**config.mk**
```make
export PLATFORM = sky130hd
export DESIGN_NAME = roman_numeral_parser_unit_flat
export DESIGN_NICKNAME = d
export VERILOG_FILES = /design/src/sv/rpu_pkg.sv /design/src/sv/rpu_if.sv /design/src/sv/roman_numeral_parser_unit.sv /design/src/sv/rpu_queue.sv /design/src/sv/rpu_front.sv /design/src/sv/rpu_back.sv /design/src/flat_wrapper.sv
export SDC_FILE = /design/constraint.sdc
export NUM_CORES = 1
export LEC_CHECK = 0
export BUFFER_PORTS_ARGS = -buffer_cell sky130_fd_sc_hd__clkbuf_2
export CORE_MARGIN = 10
export CORE_UTILIZATION = 60
export DETAILED_ROUTE_END_ITERATION = 10
export PLACE_DENSITY = 0.87
export SETUP_SLACK_MARGIN = 0.3
export SLEW_MARGIN = 20
export SYNTH_ARGS = -nofsm -noshare
export SYNTH_HDL_FRONTEND = slang
export SYNTH_SLANG_ARGS = --single-unit
```
**constraint.sdc**
```tcl
create_clock -name i_clk -period 5 [get_ports i_clk]
set_clock_uncertainty 0.1 [all_clocks]
set_input_delay 1 -clock i_clk [delete_from_list [all_inputs] [get_ports i_clk]]
set_output_delay 1 -clock i_clk [all_outputs]
set_load 0.01 [all_outputs]
```
**src/sv/rpu_pkg.sv**
```systemverilog
// rpu_pkg: shared types, constants and the character classifier of the
// roman numeral parser. No dependencies; every file but rpu_if uses it.
package rpu_pkg;

    // default depth of the queue between front and back
    localparam int QUEUE_DEPTH = 2;

    // character codes of the numeral letters
    localparam logic [7:0] CH_I = 8'h49;
    localparam logic [7:0] CH_V = 8'h56;
    localparam logic [7:0] CH_X = 8'h58;
    localparam logic [7:0] CH_L = 8'h4C;
    localparam logic [7:0] CH_C = 8'h43;
    localparam logic [7:0] CH_D = 8'h44;
    localparam logic [7:0] CH_M = 8'h4D;

    // digit groups in grammar order
    localparam logic [1:0] GRP_THOUSANDS = 2'd0;
    localparam logic [1:0] GRP_HUNDREDS  = 2'd1;
    localparam logic [1:0] GRP_TENS      = 2'd2;
    localparam logic [1:0] GRP_UNITS     = 2'd3;

    // place inside a hundreds, tens or units group
    localparam logic [1:0] SUB_START  = 2'd0;
    localparam logic [1:0] SUB_ONE    = 2'd1;
    localparam logic [1:0] SUB_REPEAT = 2'd2;
    localparam logic [1:0] SUB_CLOSED = 2'd3;

    typedef enum logic [2:0] {
        SYM_I, SYM_V, SYM_X, SYM_L, SYM_C, SYM_D, SYM_M, SYM_NONE
    } t_sym;

    // one classified request travelling from front to back
    typedef struct packed {
        t_sym       sym;
        logic [7:0] ch;
        logic       is_end;
    } t_item;

    // queue status seen by the front
    typedef struct packed {
        logic full;
        logic empty;
    } t_q_status;

    // map a byte to its numeral letter
    function automatic t_sym classify(input logic [7:0] ch);
        t_sym s;
        case (ch)
            CH_I:    s = SYM_I;
            CH_V:    s = SYM_V;
            CH_X:    s = SYM_X;
            CH_L:    s = SYM_L;
            CH_C:    s = SYM_C;
            CH_D:    s = SYM_D;
            CH_M:    s = SYM_M;
            default: s = SYM_NONE;
        endcase
        return s;
    endfunction

endpackage

```
**src/sv/rpu_if.sv**
```systemverilog
// rpu_in_if and rpu_out_if: valid/ready channels of the numeral parser.
// Depends on nothing but the field widths of the block.
interface rpu_in_if;
    logic       valid;
    logic       ready;
    logic [7:0] ch;
    logic       is_end;

    modport source (output valid, output ch, output is_end, input ready);
    modport sink   (input valid, input ch, input is_end, output ready);
endinterface

interface rpu_out_if;
    logic        valid;
    logic        ready;
    logic [11:0] value;
    logic        ok;
    logic [7:0]  bad_char;

    modport source (output valid, output value, output ok, output bad_char, input ready);
    modport sink   (input valid, input value, input ok, input bad_char, output ready);
endinterface

```
**src/sv/roman_numeral_parser_unit.sv**
```systemverilog
// roman_numeral_parser_unit: top level of the roman numeral parser.
// Depends on rpu_pkg, rpu_if, rpu_front, rpu_queue and rpu_back.
//
// Usage: characters of a numeral arrive on i_in one request each (ch, with
// is_end low), followed by one request with is_end high. Letters produce no
// output; the end marker produces one result on o_out: value (0..3999) of the
// greedily parsed prefix, ok high when every character was taken, and
// bad_char, the first character that was not taken (0 when ok).
// Both channels use valid/ready; a request moves when both are high.
// Throughput: one request per cycle on both channels while o_out is ready.
// The result of an end marker is registered: it is written into the queue
// when accepted, then popped through the grammar update into the result
// register once that register is free.
// Reset (synchronous, active low) empties the queue, drops any pending result
// and puts the grammar at the start of the thousands group.
// When o_out stalls, the result register holds; letters of the next numeral
// keep being parsed, and only a second end marker waits at the queue head.
// Once the queue of QUEUE_DEPTH requests is full, i_in.ready goes low.
module roman_numeral_parser_unit #(
    parameter int QUEUE_DEPTH = rpu_pkg::QUEUE_DEPTH
) (
    input  logic       i_clk,
    input  logic       i_rst_n,
    rpu_in_if.sink     i_in,
    rpu_out_if.source  o_out
);

    rpu_pkg::t_q_status q_status;
    rpu_pkg::t_item     push_item;
    rpu_pkg::t_item     head_item;
    logic               push;
    logic               pop;
    logic               head_valid;

    rpu_front u_front (
        .i_in     (i_in),
        .i_status (q_status),
        .o_push   (push),
        .o_item   (push_item)
    );

    rpu_queue #(
        .DEPTH (QUEUE_DEPTH)
    ) u_queue (
        .i_clk       (i_clk),
        .i_rst_n     (i_rst_n),
        .i_push      (push),
        .i_push_item (push_item),
        .o_status    (q_status),
        .i_pop       (pop),
        .o_valid     (head_valid),
        .o_head      (head_item)
    );

    rpu_back u_back (
        .i_clk   (i_clk),
        .i_rst_n (i_rst_n),
        .i_valid (head_valid),
        .i_head  (head_item),
        .o_pop   (pop),
        .o_out   (o_out)
    );

endmodule

```
**src/sv/rpu_queue.sv**
```systemverilog
// rpu_queue: small register queue of classified requests between front and back.
// Depends on rpu_pkg for the item and status types.
module rpu_queue #(
    parameter int DEPTH = rpu_pkg::QUEUE_DEPTH
) (
    input  logic                i_clk,
    input  logic                i_rst_n,
    input  logic                i_push,
    input  rpu_pkg::t_item      i_push_item,
    output rpu_pkg::t_q_status  o_status,
    input  logic                i_pop,
    output logic                o_valid,
    output rpu_pkg::t_item      o_head
);

    localparam int IDX_W = (DEPTH > 1) ? $clog2(DEPTH) : 1;
    localparam int CNT_W = $clog2(DEPTH + 1);

    rpu_pkg::t_item r_mem [DEPTH];
    logic [IDX_W-1:0] r_wr, n_wr;
    logic [IDX_W-1:0] r_rd, n_rd;
    logic [CNT_W-1:0] r_cnt, n_cnt;

    // pointer and fill count update
    always_comb begin
        n_wr  = r_wr;
        n_rd  = r_rd;
        n_cnt = r_cnt;
        if (i_push) begin
            n_wr = (r_wr == IDX_W'(DEPTH - 1)) ? '0 : r_wr + 1'b1;
        end
        if (i_pop) begin
            n_rd = (r_rd == IDX_W'(DEPTH - 1)) ? '0 : r_rd + 1'b1;
        end
        if (i_push && !i_pop) begin
            n_cnt = r_cnt + 1'b1;
        end else if (!i_push && i_pop) begin
            n_cnt = r_cnt - 1'b1;
        end
    end

    always_ff @(posedge i_clk) begin
        if (!i_rst_n) begin
            r_wr  <= '0;
            r_rd  <= '0;
            r_cnt <= '0;
        end else begin
            r_wr  <= n_wr;
            r_rd  <= n_rd;
            r_cnt <= n_cnt;
        end
    end

    // entry storage
    always_ff @(posedge i_clk) begin
        if (i_push) begin
            r_mem[r_wr] <= i_push_item;
        end
    end

    assign o_status.full  = (r_cnt == CNT_W'(DEPTH));
    assign o_status.empty = (r_cnt == '0);
    assign o_valid        = (r_cnt != '0);
    assign o_head         = r_mem[r_rd];

    // fill count never passes the depth
    a_cnt_bound: assert property (@(posedge i_clk) disable iff (!i_rst_n)
        r_cnt <= CNT_W'(DEPTH))
        else $error("queue count beyond depth");

    // a full queue is not pushed without a pop
    a_no_overflow: assert property (@(posedge i_clk) disable iff (!i_rst_n)
        (r_cnt == CNT_W'(DEPTH)) && i_push |-> i_pop)
        else $error("push into full queue");

    // read and write pointers are equal while the queue is empty
    a_ptr_gap: assert property (@(posedge i_clk) disable iff (!i_rst_n)
        (r_cnt == '0) |-> (r_wr == r_rd))
        else $error("empty queue with unequal pointers");

endmodule

```
**src/sv/rpu_front.sv**
```systemverilog
// rpu_front: accepts character requests and classifies them into numeral letters.
// Depends on rpu_pkg and rpu_in_if; feeds rpu_queue.
module rpu_front (
    rpu_in_if.sink              i_in,
    input  rpu_pkg::t_q_status  i_status,
    output logic                o_push,
    output rpu_pkg::t_item      o_item
);

    // take a request whenever the queue has room
    assign i_in.ready = !i_status.full;
    assign o_push     = i_in.valid && !i_status.full;

    // classify the byte; end markers carry no letter
    always_comb begin
        o_item.ch     = i_in.ch;
        o_item.is_end = i_in.is_end;
        o_item.sym    = i_in.is_end ? rpu_pkg::SYM_NONE : rpu_pkg::classify(i_in.ch);
    end

endmodule

```
**src/sv/rpu_back.sv**
```systemverilog
// rpu_back: grammar state of the numeral and the registered result stage.
// Depends on rpu_pkg and rpu_out_if; drains rpu_queue.
module rpu_back (
    input  logic            i_clk,
    input  logic            i_rst_n,
    input  logic            i_valid,
    input  rpu_pkg::t_item  i_head,
    output logic            o_pop,
    rpu_out_if.source       o_out
);

    typedef struct packed {
        logic       hit;
        logic [3:0] dig;
        logic [1:0] sub;
    } t_take;

    // one letter into a hundreds, tens or units group
    function automatic t_take group_take(
        input rpu_pkg::t_sym sym,
        input rpu_pkg::t_sym one,
        input rpu_pkg::t_sym five,
        input rpu_pkg::t_sym ten,
        input logic [1:0]    sub,
        input logic [3:0]    dig
    );
        t_take t;
        t.hit = 1'b0;
        t.dig = dig;
        t.sub = sub;
        case (sub)
            rpu_pkg::SUB_START: begin
                if (sym == one) begin
                    t = '{1'b1, 4'd1, rpu_pkg::SUB_ONE};
                end else if (sym == five) begin
                    t = '{1'b1, 4'd5, rpu_pkg::SUB_REPEAT};
                end
            end
            rpu_pkg::SUB_ONE: begin
                if (sym == ten) begin
                    t = '{1'b1, 4'd9, rpu_pkg::SUB_CLOSED};
                end else if (sym == five) begin
                    t = '{1'b1, 4'd4, rpu_pkg::SUB_CLOSED};
                end else if (sym == one) begin
                    t = '{1'b1, 4'd2, rpu_pkg::SUB_REPEAT};
                end
            end
            default: begin
                // repeats allowed while the digit mod five is below three
                if (sym == one && (dig < 4'd3 || (dig >= 4'd5 && dig < 4'd8))) begin
                    t.hit = 1'b1;
                    t.dig = dig + 4'd1;
                end
            end
        endcase
        return t;
    endfunction

    logic [1:0] r_grp, n_grp;
    logic [1:0] r_sub, n_sub;
    logic [1:0] r_thou, n_thou;
    logic [3:0] r_hund, n_hund;
    logic [3:0] r_tens, n_tens;
    logic [3:0] r_units, n_units;
    logic       r_failed, n_failed;
    logic [7:0] r_bad, n_bad;

    logic        r_out_valid;
    logic [11:0] r_value;
    logic        r_ok;
    logic [7:0]  r_bad_char;

    logic        hit_thou;
    t_take       tk_hund, tk_tens, tk_units;
    logic        emit;
    logic [11:0] value;

    // end markers wait for a free result register, letters never do
    assign o_pop = i_valid && (!i_head.is_end || !r_out_valid || o_out.ready);
    assign emit  = o_pop && i_head.is_end;

    // each group tried from its start unless it is the current group
    always_comb begin
        hit_thou = (r_grp == rpu_pkg::GRP_THOUSANDS) && (i_head.sym == rpu_pkg::SYM_M)
                   && (r_thou < 2'd3);
        tk_hund  = group_take(i_head.sym, rpu_pkg::SYM_C, rpu_pkg::SYM_D, rpu_pkg::SYM_M,
                       (r_grp == rpu_pkg::GRP_HUNDREDS) ? r_sub : rpu_pkg::SUB_START,
                       r_hund);
        tk_tens  = group_take(i_head.sym, rpu_pkg::SYM_X, rpu_pkg::SYM_L, rpu_pkg::SYM_C,
                       (r_grp == rpu_pkg::GRP_TENS) ? r_sub : rpu_pkg::SUB_START,
                       r_tens);
        tk_units = group_take(i_head.sym, rpu_pkg::SYM_I, rpu_pkg::SYM_V, rpu_pkg::SYM_X,
                       (r_grp == rpu_pkg::GRP_UNITS) ? r_sub : rpu_pkg::SUB_START,
                       r_units);
    end

    // decimal value of the digits held
    assign value = 12'(r_thou) * 12'd1000 + 12'(r_hund) * 12'd100
                 + 12'(r_tens) * 12'd10 + 12'(r_units);

    // grammar state update
    always_comb begin
        n_grp    = r_grp;
        n_sub    = r_sub;
        n_thou   = r_thou;
        n_hund   = r_hund;
        n_tens   = r_tens;
        n_units  = r_units;
        n_failed = r_failed;
        n_bad    = r_bad;
        if (emit) begin
            n_grp    = rpu_pkg::GRP_THOUSANDS;
            n_sub    = rpu_pkg::SUB_START;
            n_thou   = '0;
            n_hund   = '0;
            n_tens   = '0;
            n_units  = '0;
            n_failed = 1'b0;
            n_bad    = '0;
        end else if (o_pop && !r_failed) begin
            if (hit_thou) begin
                n_thou = r_thou + 2'd1;
            end else if (r_grp <= rpu_pkg::GRP_HUNDREDS && tk_hund.hit) begin
                n_grp  = rpu_pkg::GRP_HUNDREDS;
                n_sub  = tk_hund.sub;
                n_hund = tk_hund.dig;
            end else if (r_grp <= rpu_pkg::GRP_TENS && tk_tens.hit) begin
                n_grp  = rpu_pkg::GRP_TENS;
                n_sub  = tk_tens.sub;
                n_tens = tk_tens.dig;
            end else if (tk_units.hit) begin
                n_grp   = rpu_pkg::GRP_UNITS;
                n_sub   = tk_units.sub;
                n_units = tk_units.dig;
            end else begin
                n_failed = 1'b1;
                n_bad    = i_head.ch;
            end
        end
    end

    always_ff @(posedge i_clk) begin
        if (!i_rst_n) begin
            r_grp    <= rpu_pkg::GRP_THOUSANDS;
            r_sub    <= rpu_pkg::SUB_START;
            r_thou   <= '0;
            r_hund   <= '0;
            r_tens   <= '0;
            r_units  <= '0;
            r_failed <= 1'b0;
            r_bad    <= '0;
        end else begin
            r_grp    <= n_grp;
            r_sub    <= n_sub;
            r_thou   <= n_thou;
            r_hund   <= n_hund;
            r_tens   <= n_tens;
            r_units  <= n_units;
            r_failed <= n_failed;
            r_bad    <= n_bad;
        end
    end

    // result register
    always_ff @(posedge i_clk) begin
        if (!i_rst_n) begin
            r_out_valid <= 1'b0;
        end else if (emit) begin
            r_out_valid <= 1'b1;
        end else if (o_out.ready) begin
            r_out_valid <= 1'b0;
        end
    end

    always_ff @(posedge i_clk) begin
        if (emit) begin
            r_value    <= value;
            r_ok       <= !r_failed;
            r_bad_char <= r_failed ? r_bad : 8'd0;
        end
    end

    assign o_out.valid    = r_out_valid;
    assign o_out.value    = r_value;
    assign o_out.ok       = r_ok;
    assign o_out.bad_char = r_bad_char;

    // an end marker returns the grammar to its start
    a_end_resets: assert property (@(posedge i_clk) disable iff (!i_rst_n)
        emit |=> (r_grp == rpu_pkg::GRP_THOUSANDS) && !r_failed && (r_thou == 2'd0)
                 && (r_hund == 4'd0) && (r_tens == 4'd0) && (r_units == 4'd0))
        else $error("state not cleared after end marker");

    // digits stay decimal
    a_digits: assert property (@(posedge i_clk) disable iff (!i_rst_n)
        (r_hund <= 4'd9) && (r_tens <= 4'd9) && (r_units <= 4'd9))
        else $error("digit out of range");

    // a clean result reports no bad character
    a_ok_clean: assert property (@(posedge i_clk) disable iff (!i_rst_n)
        r_out_valid && r_ok |-> (r_bad_char == 8'd0))
        else $error("bad character on a clean result");

    // value never passes the largest numeral
    a_value_range: assert property (@(posedge i_clk) disable iff (!i_rst_n)
        r_out_valid |-> (r_value <= 12'd3999))
        else $error("value out of range");

endmodule

```
**src/flat_wrapper.sv**
```systemverilog
// flat-port wrapper written by rule: the top's interface ports become plain ports
module roman_numeral_parser_unit_flat 
#(
    parameter int QUEUE_DEPTH = rpu_pkg::QUEUE_DEPTH
)
  (i_clk, i_rst_n, i_in_valid, i_in_ch, i_in_is_end, i_in_ready, o_out_valid, o_out_value, o_out_ok, o_out_bad_char, o_out_ready);
  rpu_in_if i_in_i ();
  rpu_out_if o_out_i ();
  input  logic i_clk;
  input  logic i_rst_n;
  input wire logic [$bits(i_in_i.valid)-1:0] i_in_valid;
  input wire logic [$bits(i_in_i.ch)-1:0] i_in_ch;
  input wire logic [$bits(i_in_i.is_end)-1:0] i_in_is_end;
  output wire logic [$bits(i_in_i.ready)-1:0] i_in_ready;
  output wire logic [$bits(o_out_i.valid)-1:0] o_out_valid;
  output wire logic [$bits(o_out_i.value)-1:0] o_out_value;
  output wire logic [$bits(o_out_i.ok)-1:0] o_out_ok;
  output wire logic [$bits(o_out_i.bad_char)-1:0] o_out_bad_char;
  input wire logic [$bits(o_out_i.ready)-1:0] o_out_ready;
  assign i_in_i.valid = i_in_valid;
  assign i_in_i.ch = i_in_ch;
  assign i_in_i.is_end = i_in_is_end;
  assign i_in_ready = i_in_i.ready;
  assign o_out_valid = o_out_i.valid;
  assign o_out_value = o_out_i.value;
  assign o_out_ok = o_out_i.ok;
  assign o_out_bad_char = o_out_i.bad_char;
  assign o_out_i.ready = o_out_ready;
  roman_numeral_parser_unit #(.QUEUE_DEPTH(QUEUE_DEPTH)) u_core (.i_clk(i_clk), .i_rst_n(i_rst_n), .i_in(i_in_i), .o_out(o_out_i));
endmodule
```
# --- Yosys cells after proc, flatten, opt, wreduce, memory -nomap -nowiden ---
# Memory sizes are Yosys's and may differ from the RTL's. A register that Yosys moved wholly into a read port is not among the register bits.
# Cells that the tools add are included.
totals:
  regBits: 53
  mem_bits_rw: 24
  inputBits: 13
  out_inout_bits: 23
  memories: 1
memory_table:
  columns: ["name", "words", "word_bits", "read_ports", "rd_ports_with_merged_regs", "wr", "line_no", "source"]
  rows:
  - ["u_core.u_queue.r_mem", 2, 12, 1, 1, 1, "rpu_queue.sv:19", "rpu_pkg::t_item r_mem [DEPTH];"]
classes:
  n_addsub: 11
  n_mul: 3
  n_lt_le_gt_ge: 12
  n_eq_ne: 26
  mux: 45
  n_bitwise: 5
  n_reduce_logical: 46
op_table:
  columns: ["operator", "count"]
  rows:
  - ["7-bit 2-to-1 mux", 15]
  - ["8-bit by 7-bit equality test with 1-bit output (second input constant)", 7]
  - ["5-bit one-hot mux with 2 select lines", 3]
  - ["2-bit 2-to-1 mux", 11]
  - ["3-bit one-hot mux with 7 select lines", 1]
  - ["1-bit logical AND", 16]
  - ["5-bit 2-to-1 mux", 3]
  - ["12-bit by 11-bit adder with 12-bit output", 1]
  - ["12-bit by 4-bit adder with 12-bit output", 1]
  - ["12-bit by 8-bit adder with 12-bit output", 1]
  - ["4-bit by 1-bit adder with 4-bit output (second input constant)", 3]
  - ["4-bit by 3-bit >= comparator with 1-bit output (second input constant)", 3]
  - ["4-bit by 2-bit less-than comparator with 1-bit output (second input constant)", 3]
  - ["4-bit less-than comparator (second input constant)", 3]
  - ["4-bit != test (second input constant)", 3]
  - ["2-bit one-hot mux with 2 select lines", 3]
  - ["3-bit nonzero test", 4]
  - ["3-bit equality test (second input constant)", 3]
  - ["2-bit by 7-bit multiplier with 9-bit output (second input constant)", 1]
  - ["4-bit by 5-bit multiplier with 9-bit output (second input constant)", 1]
  - ["3-bit != test (second input constant)", 3]
  - ["2-bit by 1-bit equality test with 1-bit output (second input constant)", 4]
  - ["2-bit zero test", 4]
  - ["1-bit 2-to-1 mux", 8]
  - ["other kinds (23)", 43]

# --- Logic depth before layout (Yosys ltp) ---
depth:
  word_depth: 9
  depth_mapped: 13
  mapped_depth_nobuf: 13

# --- Cells and area by module ---
# From an unflattened synthesis, not the netlist that was laid out.
hier_totals:
  hier_cells: 450
  area_unflattened_um2: 4815.9
modules_own_cells:
  columns: ["module", "instances", "cells_per_inst", "area_each_um2", "seq_area_each_um2"]
  rows:
  - ["rpu_back", 1, 359, 3514.6, 1191.1]
  - ["rpu_queue", 1, 60, 1086.0, 820.8]
  - ["rpu_front", 1, 31, 215.2, 0.0]

# --- Worst setup path after synthesis ---
# OpenSTA, ideal clock, no wires.
synth_path:
  path_kind: "register -> register"
  from: "register u_core.u_back.r_tens[3]"
  to: "register u_core.u_back.r_value[11], in the netlist u_core.u_back.o_out.value[11] (data pin)"
  setup_time_ps: 261
  arrival_time_ps: 3352
  t_required_ps: 4639
  slack_ps: 1287
  stages_incl_launch_ff: 13
  period_less_slack_ps: 3713
  path_cell_list: "dfxtp_1 > ha_1 > ha_1 > fa_1 > fa_1 > ha_1 > ha_1 > a21o_1 > a21oi_1 > o21bai_1 > a21oi_1 > o21ai_0 > xnor2_1"
synth_via:
  elab_chain_len: 3
synth_rtl:
  columns: ["element", "line_no", "source"]
  rows:
  - ["start, declared", "rpu_back.sv:63", "logic [3:0] r_tens, n_tens;"]
  - ["start signal, assigned", "rpu_back.sv:157", "r_tens <= n_tens;"]
  - ["4-bit by 3-bit multiplier with 7-bit output", "rpu_back.sv:99", "+ 12'(r_tens) * 12'd10 + 12'(r_units);"]
  - ["12-bit by 8-bit adder with 12-bit output", "rpu_back.sv:99", null]
  - ["12-bit by 4-bit adder with 12-bit output", "rpu_back.sv:99", null]
  - ["net u_core.u_back.value[11]", "rpu_back.sv:76", "logic [11:0] value;"]
  - ["end signal, assigned", "rpu_back.sv:177", "r_value <= value;"]
  - ["end, declared", "rpu_back.sv:69", "logic [11:0] r_value;"]
# The timed path passes the listed nets, and every way through them passes these cells.
# A chain may end at the register's enable or synchronous reset.

# --- Final worst setup path ---
layout_path:
  from: "register u_core.u_back.r_tens[1]"
  to: "register u_core.u_back.r_value[11], in the netlist u_core.u_back.o_out.value[11] (data pin)"
# Same word-level chain as after synthesis.

==> flow_metrics.env <==
export IMPL_placed_cell_area_um2=5130
export IMPL_die_w_um=110
export IMPL_antenna_cells=0
export IMPL_worstPathCellList="ha_1 > ha_1 > fa_1 > fa_1 > ha_1 > ha_1 > a21o_1 > a21oi_1 > o21bai_1 > a21oi_1 > o21ai_0 > xnor2_1"
export IMPL_min_period_over_period=0.833
export IMPL_synth_warnings=0
export IMPL_drv_cap=0
export IMPL_place_hpwl_um=8080
export IMPL_synthSimpleGateAreaFrac=0.162
export IMPL_register_area_um2=2010
export IMPL_synth_xor_area_share=0.0325
export IMPL_critical_path_required_ns=5.00
export IMPL_synth_area_leaders="edfxtp_1, dfxtp_1, ha_1, fa_1, a21oi_1"
export IMPL_cts_max_path_buffers=2
export IMPL_grt_setup_unrepaired="no"
export IMPL_status="complete, no violations"
export IMPL_final_area_um2=5310
export IMPL_synth_cell_area_um2=4850
export IMPL_ys_async_sr_fraction=0
export IMPL_fmax_mhz=240
export IMPL_synth_nets=538
export IMPL_fin_hold_ws_ns=0.439
export IMPL_postCtsSetupBuffers=0
export IMPL_syn2layout_area_growth_pct=9.38
export IMPL_overflow=0
export IMPL_numCtsBuffers=9
export IMPL_rrSetupSlack_ns=0.83
export IMPL_peakVddDrop_mv=0.277
export IMPL_antenna_found_initial=0
export IMPL_drc=0
export IMPL_hold_class="reg2reg"
export IMPL_gp_congestion=0.894
export IMPL_tritoncts="yes"
export IMPL_layout_common_cells="ha_1, edfxtp_1, clkbuf_2"
export IMPL_dieArea_um2=12100
export IMPL_yosysSeqAreaShare=0.414
export IMPL_synth_top_family_by_area="compound AO/OA/AOI/OAI gates"
export IMPL_clock_root_buffer="clkbuf_8"
export IMPL_wl_per_cell_um=17.4
export IMPL_synth_compound_area_frac=0.168
export IMPL_ant_nets=0
export IMPL_cts_hold_buffers=0
export IMPL_total_power_mw=1.92
export IMPL_synth_edff_count=45
export IMPL_crit_type="reg2reg"
export IMPL_final_common_cell="ha_1"
export IMPL_synthAdderAreaFrac=0.161
export IMPL_synth_flop_cell="edfxtp_1"
export IMPL_firstDrtPassIters=5
export IMPL_crit_path_end_kind="register"
export IMPL_synth_mux_area_frac=0.0250
export IMPL_slew_headroom=0.378
export IMPL_clock_sinks=78
export IMPL_ys_types=67
export IMPL_crit_arrival_ns=4.17
export IMPL_p_per_area_nw_per_um2=361
export IMPL_yosys_area_top_type="edfxtp_1"
export IMPL_grt_pass1_wl_um=17600
export IMPL_drive_gt1_frac=0.151
export IMPL_yosysTopAreaCellShare=0.278
export IMPL_post_route_util=0.680
export IMPL_drt_iter0_drc=456
export IMPL_startpoint_type="register"
export IMPL_cts_htree_levels=3
export IMPL_nNetsFinal=574
export IMPL_vias=3793
export IMPL_leakage_nw=2.22
export IMPL_cpMostUsedCell="ha_1"
export IMPL_fin_setup_tns_ns=0
export IMPL_multi_input_area_um2=2670
export IMPL_grt_pass1_vias=3602
export IMPL_cts_resized=0
export IMPL_cp_max_fo=6
export IMPL_grt_max_degree=27
export IMPL_nFillCells=578
export IMPL_clkSlewWorstSetupHoldPaths_ns=0.08
export IMPL_cpPeakStageDelay_ns=0.55
export IMPL_num_io_pins=36
export IMPL_worst_pin_slew_ns=0.927
export IMPL_cp_slowest_cell="fa_1"
export IMPL_start_util=0.622
export IMPL_fp_dieH_um=110
export IMPL_avgSynthCellArea_um2=10.4
export IMPL_core_area_um2=7810
export IMPL_io_buffers=35
export IMPL_timing_hold_violations_final=0
export IMPL_rows=32
export IMPL_setup_viol=0
export IMPL_syn_inst=468
export IMPL_final_max_slew_viol_count=0
export IMPL_clock_latency_ns=0.35
export IMPL_vias_per_cell=6.21
export IMPL_min_period_ns=4.17
export IMPL_ys_ff_latch=78
export IMPL_wirelength_um=10600
export IMPL_grt_usage=0.183
-- routing by layer --
metal,global-route usage,part of all wire
met1,0.241,0.44
met2,0.284,0.46
met4,0.0762,0.026
met5,0,0
met3,0.0404,0.070
-- worst max-delay path, delay by kind of cell, from the launching register on --
kind            cells  cell delay, ns
xor+xnor            1            0.17
flops               1            0.46
compound gates      5            0.99
fa+ha+maj           6            2.20
-- cell usage after synthesis, types with 4 or more instances --
| cell type | n |
|---|---|
| nor3_1 | 15 |
| a21oi_1 | 30 |
| a31oi_1 | 9 |
| o31ai_1 | 6 |
| a211oi_1 | 12 |
| nor2_1 | 24 |
| and2_1 | 12 |
| fa_1 | 9 |
| nand2b_1 | 10 |
| clkbuf_1 | 12 |
| mux2_2 | 9 |
| nand3b_1 | 4 |
| nor2b_1 | 8 |
| ha_1 | 48 |
| o21a_1 | 4 |
| nor4_1 | 11 |
| xor2_1 | 6 |
| and3_1 | 4 |
| dfxtp_1 | 33 |
| o22ai_1 | 5 |
| nand2_1 | 29 |
| o21ai_1 | 5 |
| inv_1 | 33 |
| a21o_1 | 4 |
| xnor2_1 | 12 |
| nand3_1 | 5 |
| o21ai_0 | 9 |
| edfxtp_1 | 45 |
-- flip-flops by register name, indices dropped and copies added, names as in the netlist, named ones only --
name,flops
u_core.u_queue.r_rd,1
u_core.u_queue.r_cnt,2
u_core.u_back.r_sub,2
u_core.u_back.r_units,4
u_core.u_queue.r_mem,24
u_core.u_back.o_out.bad_char,8
u_core.u_back.r_tens,4
u_core.u_back.r_failed,1
u_core.u_back.r_grp,2
u_core.u_back.o_out.ok,1
u_core.u_back.r_bad,8
u_core.u_queue.r_wr,1
u_core.u_back.o_out.valid,1
u_core.u_back.r_thou,2
u_core.u_back.o_out.value,12
u_core.u_back.r_hund,4
-- kinds of logic after synthesis --
logic type / Yosys count
flip-flops: 78
multiplexers: 11
XOR/XNOR: 18
adder cells (fa/ha/maj): 57
AND/OR/NAND/NOR: 141
buffers and inverters: 46
AO/OA/AOI/OAI: 117
-- worst paths after layout --
kind              cells after the start                       endpoint                startpoint
setup / recovery                     12  u_core.u_back.o_out.value[11]   u_core.u_back.r_tens[1]
hold / removal                        2       u_core.u_back.r_units[3]  u_core.u_back.r_units[3]
setup reg to reg                     12  u_core.u_back.o_out.value[11]   u_core.u_back.r_tens[1]
hold reg to reg                       2       u_core.u_back.r_units[3]  u_core.u_back.r_units[3]
-- stage by stage --
step / cells / setup WS [ns]
after floorplan: 468 / 1.29
after global placement: 595 / 1.19
after detailed placement: 595 / 0.855
after CTS: 611 / 0.841
after global routing: 611 / 0.638
final: 611 / 0.834
-- cell type report --
type / instances / area share
multi-input combinational: 344 / 0.502
sequential: 78 / 0.379
timing repair buffer: 38 / 0.0372
tap: 102 / 0.0240
clock buffer: 9 / 0.0233
inverter: 33 / 0.0233
clock inverter: 7 / 0.0108
-- report_power, final --
| part | internal (mW) | switching, mW | total, mW |
|---|---|---|---|
| Clock | 0.186 | 0.250 | 0.436 |
| Sequential | 0.824 | 0.0895 | 0.914 |
| Combinational | 0.229 | 0.337 | 0.566 |
No activity file was read; power rests on OpenSTA's default activity.
